<file path="src/spx_pkg.sv">
// Shared types, constants and arithmetic helpers for the six-tap interpolator.
`timescale 1ns / 1ps
package spx_pkg;

    localparam int DefMaxBlockWidth = 16;
    localparam int Lines            = 5;
    localparam int Taps             = 6;
    localparam int PixW             = 8;
    localparam int TapW             = 9;
    localparam int ProdW            = 18;
    localparam int SumW             = 20;

    // block size codes
    localparam logic [1:0] SIZE_4X4   = 2'd0;
    localparam logic [1:0] SIZE_8X4   = 2'd1;
    localparam logic [1:0] SIZE_8X8   = 2'd2;
    localparam logic [1:0] SIZE_16X16 = 2'd3;

    typedef logic signed [TapW-1:0] t_tap;
    typedef t_tap [Taps-1:0] t_taps;
    typedef logic [Taps-1:0][PixW-1:0] t_pix6;
    typedef logic [Lines-1:0][PixW-1:0] t_line_word;

    // per-item sideband carried down the pipeline
    typedef struct packed {
        logic            out_en;
        logic [3:0]      row;
        logic [3:0]      col;
        logic            last;
        logic            avg;
        logic [PixW-1:0] prior;
        logic [2:0]      hphase;
        logic [2:0]      vphase;
        logic [2:0]      slot;
    } t_side;

    // six-tap coefficient set for an eighth-pel phase
    function automatic t_taps tap_set(input logic [2:0] phase);
        t_taps t;
        unique case (phase)
            3'd0: t = '{9'sd0,  9'sd0,   9'sd0,   9'sd128, 9'sd0,   9'sd0};
            3'd1: t = '{9'sd0,  -9'sd1,  9'sd12,  9'sd123, -9'sd6,  9'sd0};
            3'd2: t = '{9'sd1,  -9'sd8,  9'sd36,  9'sd108, -9'sd11, 9'sd2};
            3'd3: t = '{9'sd0,  -9'sd6,  9'sd50,  9'sd93,  -9'sd9,  9'sd0};
            3'd4: t = '{9'sd3,  -9'sd16, 9'sd77,  9'sd77,  -9'sd16, 9'sd3};
            3'd5: t = '{9'sd0,  -9'sd9,  9'sd93,  9'sd50,  -9'sd6,  9'sd0};
            3'd6: t = '{9'sd2,  -9'sd11, 9'sd108, 9'sd36,  -9'sd8,  9'sd1};
            3'd7: t = '{9'sd0,  -9'sd6,  9'sd123, 9'sd12,  -9'sd1,  9'sd0};
            default: t = '0;
        endcase
        return t;
    endfunction

    // add 64, shift right by 7, clamp to 0..255
    function automatic logic [PixW-1:0] round_clamp(input logic signed [SumW-1:0] s);
        logic signed [SumW-1:0] t;
        logic [PixW-1:0]        r;
        t = s + $signed(SumW'(64));
        if (t[SumW-1]) begin
            r = '0;
        end else if (|t[SumW-2:PixW+7]) begin
            r = '1;
        end else begin
            r = t[PixW+6:7];
        end
        return r;
    endfunction

    // block width before saturation
    function automatic logic [4:0] size_width(input logic [1:0] size);
        logic [4:0] w;
        unique case (size)
            SIZE_4X4:   w = 5'd4;
            SIZE_8X4:   w = 5'd8;
            SIZE_8X8:   w = 5'd8;
            SIZE_16X16: w = 5'd16;
            default:    w = 5'd4;
        endcase
        return w;
    endfunction

    function automatic logic [4:0] size_height(input logic [1:0] size);
        logic [4:0] h;
        unique case (size)
            SIZE_4X4:   h = 5'd4;
            SIZE_8X4:   h = 5'd4;
            SIZE_8X8:   h = 5'd8;
            SIZE_16X16: h = 5'd16;
            default:    h = 5'd4;
        endcase
        return h;
    endfunction

endpackage

</file>
<file path="src/spx_filter6.sv">
// Two-stage six-tap filter: registered products, then sum with round and clamp.
`timescale 1ns / 1ps
module spx_filter6 (
    input  logic                      i_clk,
    input  logic                      i_prod_en,
    input  logic                      i_sum_en,
    input  spx_pkg::t_taps            i_taps,
    input  spx_pkg::t_pix6            i_pix,
    output logic [spx_pkg::PixW-1:0]  o_pix
);
    import spx_pkg::*;

    logic signed [ProdW-1:0] r_prod [Taps];
    logic signed [SumW-1:0]  sum;
    logic [PixW-1:0]         r_pix;

    // stage 1: one product per tap
    always_ff @(posedge i_clk) begin
        if (i_prod_en) begin
            for (int k = 0; k < Taps; k++) begin
                r_prod[k] <= ProdW'($signed(i_taps[k]) * $signed({1'b0, i_pix[k]}));
            end
        end
    end

    // stage 2: accumulate, round, clamp
    always_comb begin
        sum = '0;
        for (int k = 0; k < Taps; k++) begin
            sum = sum + SumW'(r_prod[k]);
        end
    end

    always_ff @(posedge i_clk) begin
        if (i_sum_en) begin
            r_pix <= round_clamp(sum);
        end
    end

    assign o_pix = r_pix;

endmodule

</file>
<file path="src/spx_line_mem.sv">
// Line store: one word per column holding the five buffered horizontal results.
`timescale 1ns / 1ps
module spx_line_mem #(
    parameter int MAX_BLOCK_WIDTH = spx_pkg::DefMaxBlockWidth,
    parameter int AddrW           = $clog2(MAX_BLOCK_WIDTH)
) (
    input  logic                i_clk,
    input  logic                i_rd_en,
    input  logic [AddrW-1:0]    i_rd_addr,
    output spx_pkg::t_line_word o_rd_data,
    input  logic                i_wr_en,
    input  logic [AddrW-1:0]    i_wr_addr,
    input  spx_pkg::t_line_word i_wr_data
);
    import spx_pkg::*;

    t_line_word r_mem [MAX_BLOCK_WIDTH];
    t_line_word r_rd_data;

    always_ff @(posedge i_clk) begin
        if (i_wr_en) begin
            r_mem[i_wr_addr] <= i_wr_data;
        end
    end

    // registered read, held while the reading stage stalls
    always_ff @(posedge i_clk) begin
        if (i_rd_en) begin
            r_rd_data <= r_mem[i_rd_addr];
        end
    end

    assign o_rd_data = r_rd_data;

endmodule

</file>
<file path="src/subpel_sixtap_interpolator_unit.sv">
// Top level of the six-tap sub-pixel interpolator: window tracking and pipeline control.
//
//  channel | direction | handshake                   | payload
//  in      | input     | i_in_valid / o_in_ready     | source, prior, start, phases, size, avg
//  out     | output    | o_out_valid / i_out_ready   | pixel, row, col, last
//
// One source pixel is taken per clock while the output side is ready; a result passes
// registered stages S1 to S5 before it is presented. The line store column word is read
// as the item enters the product stage and written back while it sits in S3 on a
// separate write port, so one pixel per clock is sustained while the output side is ready.
// Reset (synchronous, active low) clears position, settings, pixel taps and valids.
// A stalled output fills pipeline bubbles before o_in_ready drops.
`timescale 1ns / 1ps
module subpel_sixtap_interpolator_unit #(
    parameter int MAX_BLOCK_WIDTH = spx_pkg::DefMaxBlockWidth
) (
    input  logic                     i_clk,
    input  logic                     i_rst_n,
    input  logic                     i_in_valid,
    output logic                     o_in_ready,
    input  logic [spx_pkg::PixW-1:0] i_source_pixel,
    input  logic [spx_pkg::PixW-1:0] i_prior_pixel,
    input  logic                     i_start_of_block,
    input  logic [2:0]               i_horiz_phase,
    input  logic [2:0]               i_vert_phase,
    input  logic [1:0]               i_block_size,
    input  logic                     i_average_mode,
    output logic                     o_out_valid,
    input  logic                     i_out_ready,
    output logic [spx_pkg::PixW-1:0] o_out_pixel,
    output logic [3:0]               o_out_row,
    output logic [3:0]               o_out_col,
    output logic                     o_last_of_block
);
    import spx_pkg::*;

    localparam int         AddrW = $clog2(MAX_BLOCK_WIDTH);
    localparam logic [4:0] MaxW  = 5'(MAX_BLOCK_WIDTH);

    // window state
    logic [Lines-1:0][PixW-1:0] r_row_win;
    logic [4:0]                 r_row, r_col;
    logic [2:0]                 r_slot;
    logic [8:0]                 r_settings;

    // pipeline stages
    logic       r_s1_valid, r_s2_valid, r_s3_valid, r_s4_valid, r_s5_valid;
    t_side      r_s1_side, r_s2_side, r_s3_side, r_s4_side, r_s5_side;
    t_pix6      r_s1_pix;
    t_line_word r_s3_word;

    logic adv1, adv2, adv3, adv4, accept;

    // current item decode
    logic [8:0] set_eff;
    logic [4:0] w_raw, w_eff, h_eff, cur_r, cur_c, n_row, n_col;
    logic [2:0] cur_slot, n_slot;
    logic       work;
    t_side      side0;
    t_pix6      pix0;

    // memory and filter connections
    t_line_word rd_word, wr_word;
    t_pix6      vpix;
    logic [PixW-1:0] hv, vres;
    logic [PixW:0]   avg_sum;

    // stage handshakes, bubbles collapse toward the output
    always_comb begin
        adv4       = r_s4_valid && (!r_s5_valid || i_out_ready);
        adv3       = r_s3_valid && (!r_s3_side.out_en || !r_s4_valid || adv4);
        adv2       = r_s2_valid && (!r_s3_valid || adv3);
        adv1       = r_s1_valid && (!r_s2_valid || adv2);
        o_in_ready = !r_s1_valid || adv1;
        accept     = i_in_valid && o_in_ready;
    end

    // settings, position and next position
    always_comb begin
        set_eff  = i_start_of_block
                 ? {i_average_mode, i_block_size, i_vert_phase, i_horiz_phase}
                 : r_settings;
        w_raw    = size_width(set_eff[7:6]);
        w_eff    = (w_raw > MaxW) ? MaxW : w_raw;
        h_eff    = size_height(set_eff[7:6]);
        cur_r    = i_start_of_block ? 5'd0 : r_row;
        cur_c    = i_start_of_block ? 5'd0 : r_col;
        cur_slot = i_start_of_block ? 3'd0 : r_slot;
        work     = (cur_c >= 5'd5) && (cur_c < w_eff + 5'd5) && (cur_r < h_eff + 5'd5);

        n_col  = cur_c + 5'd1;
        n_row  = cur_r;
        n_slot = cur_slot;
        if (n_col >= w_eff + 5'd5) begin
            n_col  = '0;
            n_row  = cur_r + 5'd1;
            n_slot = (cur_slot == 3'd4) ? 3'd0 : cur_slot + 3'd1;
            if (n_row >= h_eff + 5'd5) begin
                n_row  = '0;
                n_slot = '0;
            end
        end

        side0.out_en = (cur_r >= 5'd5);
        side0.row    = 4'(cur_r - 5'd5);
        side0.col    = 4'(cur_c - 5'd5);
        side0.last   = (cur_r == h_eff + 5'd4) && (cur_c == w_eff + 5'd4);
        side0.avg    = set_eff[8];
        side0.prior  = i_prior_pixel;
        side0.hphase = set_eff[2:0];
        side0.vphase = set_eff[5:3];
        side0.slot   = cur_slot;

        for (int k = 0; k < Lines; k++) begin
            pix0[k] = r_row_win[k];
        end
        pix0[Taps-1] = i_source_pixel;
    end

    // control state
    always_ff @(posedge i_clk) begin
        if (!i_rst_n) begin
            r_row_win  <= '0;
            r_row      <= '0;
            r_col      <= '0;
            r_slot     <= '0;
            r_settings <= '0;
            r_s1_valid <= 1'b0;
            r_s2_valid <= 1'b0;
            r_s3_valid <= 1'b0;
            r_s4_valid <= 1'b0;
            r_s5_valid <= 1'b0;
        end else begin
            if (accept) begin
                r_row_win  <= {i_source_pixel, r_row_win[Lines-1:1]};
                r_row      <= n_row;
                r_col      <= n_col;
                r_slot     <= n_slot;
                r_settings <= set_eff;
            end
            if (accept)          r_s1_valid <= work;
            else if (adv1)       r_s1_valid <= 1'b0;
            if (adv1)            r_s2_valid <= 1'b1;
            else if (adv2)       r_s2_valid <= 1'b0;
            if (adv2)            r_s3_valid <= 1'b1;
            else if (adv3)       r_s3_valid <= 1'b0;
            if (adv3 && r_s3_side.out_en) r_s4_valid <= 1'b1;
            else if (adv4)       r_s4_valid <= 1'b0;
            if (adv4)            r_s5_valid <= 1'b1;
            else if (i_out_ready) r_s5_valid <= 1'b0;
        end
    end

    // stage payloads
    always_ff @(posedge i_clk) begin
        if (accept) begin
            r_s1_side <= side0;
            r_s1_pix  <= pix0;
        end
        if (adv1) r_s2_side <= r_s1_side;
        if (adv2) begin
            r_s3_side <= r_s2_side;
            r_s3_word <= rd_word;
        end
        if (adv3 && r_s3_side.out_en) r_s4_side <= r_s3_side;
        if (adv4) r_s5_side <= r_s4_side;
    end

    // horizontal pass: products in S2, result in S3
    spx_filter6 u_hfilt (
        .i_clk     (i_clk),
        .i_prod_en (adv1),
        .i_sum_en  (adv2),
        .i_taps    (tap_set(r_s1_side.hphase)),
        .i_pix     (r_s1_pix),
        .o_pix     (hv)
    );

    // column word: read as the item enters S2, written back while it sits in S3;
    // the same column recurs only a full window row later, so no overlap
    always_comb begin
        logic [3:0] idx;
        wr_word = r_s3_word;
        wr_word[r_s3_side.slot] = hv;
        for (int k = 0; k < Lines; k++) begin
            idx = 4'(r_s3_side.slot) + 4'(k);
            if (idx >= 4'(Lines)) idx = idx - 4'(Lines);
            vpix[k] = r_s3_word[idx[2:0]];
        end
        vpix[Taps-1] = hv;
    end

    spx_line_mem #(
        .MAX_BLOCK_WIDTH (MAX_BLOCK_WIDTH),
        .AddrW           (AddrW)
    ) u_line_mem (
        .i_clk     (i_clk),
        .i_rd_en   (adv1),
        .i_rd_addr (r_s1_side.col[AddrW-1:0]),
        .o_rd_data (rd_word),
        .i_wr_en   (r_s3_valid),
        .i_wr_addr (r_s3_side.col[AddrW-1:0]),
        .i_wr_data (wr_word)
    );

    // vertical pass: products in S4, result in S5
    spx_filter6 u_vfilt (
        .i_clk     (i_clk),
        .i_prod_en (adv3 && r_s3_side.out_en),
        .i_sum_en  (adv4),
        .i_taps    (tap_set(r_s3_side.vphase)),
        .i_pix     (vpix),
        .o_pix     (vres)
    );

    // optional averaging with the prior pixel, rounding up
    assign avg_sum = {1'b0, vres} + {1'b0, r_s5_side.prior} + 9'd1;

    assign o_out_valid     = r_s5_valid;
    assign o_out_pixel     = r_s5_side.avg ? avg_sum[PixW:1] : vres;
    assign o_out_row       = r_s5_side.row;
    assign o_out_col       = r_s5_side.col;
    assign o_last_of_block = r_s5_side.last;

endmodule

</file>
<file path="config.mk">
export PLATFORM = sky130hd
export DESIGN_NAME = subpel_sixtap_interpolator_unit
export DESIGN_NICKNAME = d
export VERILOG_FILES = /design/src/spx_pkg.sv /design/src/spx_filter6.sv /design/src/spx_line_mem.sv /design/src/subpel_sixtap_interpolator_unit.sv
export SDC_FILE = /design/constraint.sdc
export NUM_CORES = 2
export LEC_CHECK = 0
export BUFFER_PORTS_ARGS = -buffer_cell sky130_fd_sc_hd__buf_4
export CAP_MARGIN = 20
export CORE_ASPECT_RATIO = 0.6
export CORE_MARGIN = 2
export CORE_UTILIZATION = 45
export DETAILED_ROUTE_END_ITERATION = 10
export GPL_TIMING_DRIVEN = 0
export PLACE_DENSITY = 0.73
export SLEW_MARGIN = 20
export SYNTH_ARGS = -nofsm -noshare
export SYNTH_HDL_FRONTEND = slang
export SYNTH_HIERARCHICAL = 1
export SYNTH_SLANG_ARGS = --single-unit
</file>
<file path="constraint.sdc">
create_clock -name i_clk -period 9.7 [get_ports i_clk]
set_input_delay 1.94 -clock i_clk [delete_from_list [all_inputs] [get_ports i_clk]]
set_output_delay 1.94 -clock i_clk [all_outputs]
set_load 0.01 [all_outputs]
</file>
==> run_summary.xml <==
<?xml version="1.0" encoding="UTF-8"?>
<metrics>
  <group name="clocking">
    <metric name="cts.repair.resized" unit="">0</metric>
    <metric name="total_cts_buffers" unit="">109</metric>
    <metric name="cts-root-buf" unit="">sky130_fd_sc_hd__clkbuf_16</metric>
    <metric name="tritoncts" unit="">built</metric>
    <metric name="cts_htree_levels" unit="">3</metric>
    <metric name="count_of_buffers_added_by_post_cts_timing_repair_for_setup" unit="">0</metric>
    <metric name="clk_pin_slew" unit="ps">70</metric>
    <metric name="clock_tree.buffer_depth" unit="">3</metric>
    <metric name="cts_hold_buf" unit="">0</metric>
    <metric name="cts.sinks" unit="">1227</metric>
    <metric name="clkLatencyLatePin" unit="ps">760</metric>
  </group>
  <group name="timing">
    <metric name="maxSlewHeadroom" unit="">0.271</metric>
    <metric name="setup_tns_after_final_layout" unit="ps">0</metric>
    <metric name="fmax" unit="GHz">0.117</metric>
    <metric name="final.setup_skew" unit="ps">70.4</metric>
    <metric name="grt_setup_unrepaired" unit="">false</metric>
    <metric name="setup_viol" unit="">0</metric>
    <metric name="tightestPinTransition" unit="ps">1090</metric>
    <metric name="hold_viol" unit="">0</metric>
    <metric name="final_critical_path_share_of_the_clock_period" unit="">0.877</metric>
    <metric name="maxSlewViolCount" unit="">0</metric>
    <metric name="layout_min_cycle_time" unit="ps">8510</metric>
    <metric name="worst_hold_slack" unit="ps">389</metric>
  </group>
  <group name="routing">
    <metric name="total_drc_errors_in_the_routed_layout" unit="">0</metric>
    <metric name="drt_initial_violations" unit="">5093</metric>
    <metric name="detail_route.vias_per_cell" unit="">5.23</metric>
    <metric name="dr.max_layer_used" unit="">met5</metric>
    <metric name="routed_wire_length_per_instance" unit="um">20.6</metric>
    <metric name="drtPass1Iterations" unit="">6</metric>
    <metric name="route.vias.total" unit="">52778</metric>
    <metric name="drt.antenna.violating_nets" unit="">0</metric>
    <metric name="drt_wl_total" unit="um">208000</metric>
    <metric name="wl_met3" unit="um">25500</metric>
    <metric name="wl_met1" unit="um">92700</metric>
    <metric name="route.met2.wl" unit="um">85700</metric>
  </group>
  <group name="die">
    <metric name="initial_core_util" unit="">0.453</metric>
    <metric name="row_count" unit="">124</metric>
    <metric name="die_height" unit="um">343</metric>
    <metric name="core_region_area" unit="um^2">190000</metric>
    <metric name="dieArea" unit="um^2">195000</metric>
    <metric name="design.portCount" unit="">49</metric>
    <metric name="die_width" unit="um">569</metric>
  </group>
  <group name="synth">
    <metric name="synth_edf_count" unit="">1114</metric>
    <metric name="synth-seq-area-share" unit="">0.415</metric>
    <metric name="yosys.cell_types.count" unit="">111</metric>
    <metric name="total_standard_cell_area_after_synthesis" unit="um^2">86200</metric>
    <metric name="asyncSetResetFlopFracSynth" unit="">0</metric>
    <metric name="synth_warnings" unit="">6</metric>
    <metric name="postSynthAreaPerCell" unit="um^2">12.4</metric>
    <metric name="synth_ff_type" unit="">sky130_fd_sc_hd__edfxtp_1</metric>
    <metric name="postSynthCellCount" unit="">6970</metric>
    <metric name="postSynthRegisterBits" unit="">1227</metric>
  </group>
  <group name="power">
    <metric name="cellLeakagePower" unit="nW">42.1</metric>
    <metric name="power_density" unit="nW/um^2">162</metric>
    <metric name="power" unit="W">0.0156</metric>
    <metric name="vdd_drop_max" unit="mV">0.188</metric>
  </group>
  <group name="final_layout">
    <metric name="layout_commonest_cell" unit="">sky130_fd_sc_hd__inv_1</metric>
    <metric name="drive_above_1_share" unit="">0.0815</metric>
    <metric name="final_cell_mix" unit="">1460 x sky130_fd_sc_hd__inv_1, 1114 x sky130_fd_sc_hd__edfxtp_1, 864 x sky130_fd_sc_hd__fa_1</metric>
    <metric name="layout.filler_cells" unit="">15954</metric>
    <metric name="finalCoreUtilization" unit="">0.505</metric>
    <metric name="layout-area-overhead-vs-synth" unit="%">11.5</metric>
    <metric name="layout.nets" unit="">8923</metric>
    <metric name="final_cells" unit="">10097</metric>
  </group>
  <group name="global_routing">
    <metric name="grt_overflow_total" unit="">0</metric>
    <metric name="grt_start_max_net_pins" unit="">45</metric>
    <metric name="grt_usage" unit="">0.217</metric>
    <metric name="grt_pass1_vias" unit="">55134</metric>
    <metric name="global_route_wire_length_before_repair" unit="um">322000</metric>
    <metric name="antenna_violations_before_repair" unit="">6</metric>
  </group>
  <group name="placement">
    <metric name="port-buffer-count" unit="">48</metric>
    <metric name="place_inst" unit="">9884</metric>
    <metric name="place.gp.congestion" unit="">0.918</metric>
    <metric name="dp.final_hpwl" unit="um">160000</metric>
  </group>
  <group name="worst_setup_path">
    <metric name="cp_slowest_stage_delay" unit="ps">810</metric>
    <metric name="rrSetupSlack" unit="ps">1190</metric>
    <metric name="critical_path_arrival" unit="ps">8910</metric>
    <metric name="critPathMaxFanout" unit="">10</metric>
    <metric name="setup.worst_path.end_class" unit="">register</metric>
    <metric name="critical_path.startpoint_type" unit="">register</metric>
    <metric name="critical_path_required" unit="ps">10100</metric>
    <metric name="cp_slowest_cell" unit="">sky130_fd_sc_hd__o311ai_1</metric>
    <metric name="path_class" unit="">register to register</metric>
  </group>
  <group name="worst_hold_path">
    <metric name="hold_path.class" unit="">register to register</metric>
  </group>
  <group name="run_status">
    <metric name="run_status" unit="">completed</metric>
  </group>
  <group name="job">
    <metric name="cap_viol_max_count" unit="">0</metric>
  </group>
</metrics>
metal layers:
| layer | track usage | up-vias |
|---|---|---|
| met5 | 0.00665 | - |
| met4 | 0.0475 | 2 |
| met3 | 0.0737 | 248 |
| met2 | 0.310 | 2208 |
| met1 | 0.317 | 26478 |
| li1 | - | 23842 |
through the flow:
step / area, um^2 / setup WS, ps
2_1_floorplan: 87200 / 953
3_3_place_gp: 90700 / -3470
3_5_place_dp: 92200 / 1430
4_1_cts: 96000 / 1440
5_1_grt: 96100 / 724
6_report: 96100 / 1190
area by class of cell:
type	instances	area (um^2)	area share
Timing Repair Buffer	125	1780	0.0185
Clock buffer	125	2900	0.0302
Inverter	1465	5500	0.0573
Tap cell	2520	3150	0.0328
Buffer	140	820	0.00853
Sequential cell	1227	35700	0.372
Clock inverter	81	881	0.00917
Multi-Input combinational cell	4409	45300	0.472
Antenna cell	5	12.5	0.000130
sequential cells by signal, indices dropped and copies added (netlist names), 9 cells and up, named ones only:
signal / cells
pix0: 40
r_s1_side: 28
r_settings: 9
r_s4_side: 18
r_s3_side: 25
r_s3_word: 40
r_s5_side: 9
u_line_mem/r_mem: 640
u_vfilt/r_prod: 108
r_s2_side: 25
u_line_mem/o_rd_data: 40
u_hfilt/r_prod: 108
r_s1_pix: 48
cells by family after synthesis:
group,Yosys count,synth area share
buf+inv,1605,0.0733
flops,1227,0.415
other cells,1,0.0000435
fa+ha+maj,1416,0.281
mux,314,0.0645
simple gates,1551,0.0904
compound gates,636,0.0538
xor+xnor,220,0.0225
final timing paths:
kind                            start                    end  cells past startpoint
min          u_line_mem/o_rd_data[36]          r_s3_word[36]                      0
min reg2reg  u_line_mem/o_rd_data[36]          r_s3_word[36]                      0
max reg2reg              r_s3_side[1]  u_vfilt/r_prod[4][16]                     25
max                      r_s3_side[1]  u_vfilt/r_prod[4][16]                     25
cell usage after synthesis, types with 7 or more instances:
master                     number  area share
sky130_fd_sc_hd__o221ai_1      27      0.0027
sky130_fd_sc_hd__a21boi_0      55      0.0048
sky130_fd_sc_hd__o31ai_1       11     0.00096
sky130_fd_sc_hd__fa_1         864        0.20
sky130_fd_sc_hd__inv_1       1461       0.064
sky130_fd_sc_hd__buf_2         23      0.0013
sky130_fd_sc_hd__nand2b_1      25      0.0018
sky130_fd_sc_hd__edfxtp_1    1114        0.39
sky130_fd_sc_hd__nand3b_1       7     0.00061
sky130_fd_sc_hd__a21oi_2        9     0.00092
sky130_fd_sc_hd__a21oi_1      124      0.0072
sky130_fd_sc_hd__buf_1         12     0.00052
sky130_fd_sc_hd__mux4_2       108       0.028
sky130_fd_sc_hd__o211ai_1      10     0.00087
sky130_fd_sc_hd__buf_12        11      0.0026
sky130_fd_sc_hd__a31oi_1       15      0.0011
sky130_fd_sc_hd__nand3_1       39      0.0023
sky130_fd_sc_hd__nor3_1        54      0.0031
sky130_fd_sc_hd__and3_1        22      0.0016
sky130_fd_sc_hd__a21o_1        35      0.0030
sky130_fd_sc_hd__nand2_1      631       0.027
sky130_fd_sc_hd__dfxtp_1      113       0.026
sky130_fd_sc_hd__a22oi_1       93      0.0081
sky130_fd_sc_hd__a22o_1         8     0.00081
sky130_fd_sc_hd__mux2i_1       84      0.0098
sky130_fd_sc_hd__clkbuf_1      78      0.0034
sky130_fd_sc_hd__a221oi_1      11      0.0011
sky130_fd_sc_hd__or2_2          9     0.00065
sky130_fd_sc_hd__buf_4         10     0.00087
sky130_fd_sc_hd__o21ai_1       14     0.00081
sky130_fd_sc_hd__o21a_1        19      0.0017
sky130_fd_sc_hd__nor2b_1       51      0.0037
sky130_fd_sc_hd__and2_1       516       0.037
sky130_fd_sc_hd__a21boi_2       8      0.0010
sky130_fd_sc_hd__ha_1         552       0.080
sky130_fd_sc_hd__nor2_1       134      0.0058
sky130_fd_sc_hd__a41o_1         7     0.00081
sky130_fd_sc_hd__xnor2_1      179       0.018
sky130_fd_sc_hd__xor2_1        39      0.0040
sky130_fd_sc_hd__a211oi_1      13      0.0011
sky130_fd_sc_hd__mux4_1        60       0.018
sky130_fd_sc_hd__o21bai_1      12      0.0010
sky130_fd_sc_hd__mux2_2        59      0.0077
sky130_fd_sc_hd__o21ai_0       85      0.0049
sky130_fd_sc_hd__or3_1         16      0.0012
power by group:
group	switching [W]	internal, W
logic	0.00279	0.00210
clock network	0.00208	0.00250
registers	0.0000836	0.00600
total	0.00496	0.0106
worst max-delay path: cells and delay by family (launching register included):
family | cells | cell delay (ps)
AOI/OAI and AO/OA | 8 | 2350
xor gates and xnor gates | 1 | 550
DFF | 1 | 570
and+or+nand+nor | 2 | 290
buffers and inverters | 6 | 1360
adders and majority gates | 7 | 2960
muxes | 1 | 110
Power figures use the tool's default switching activity.
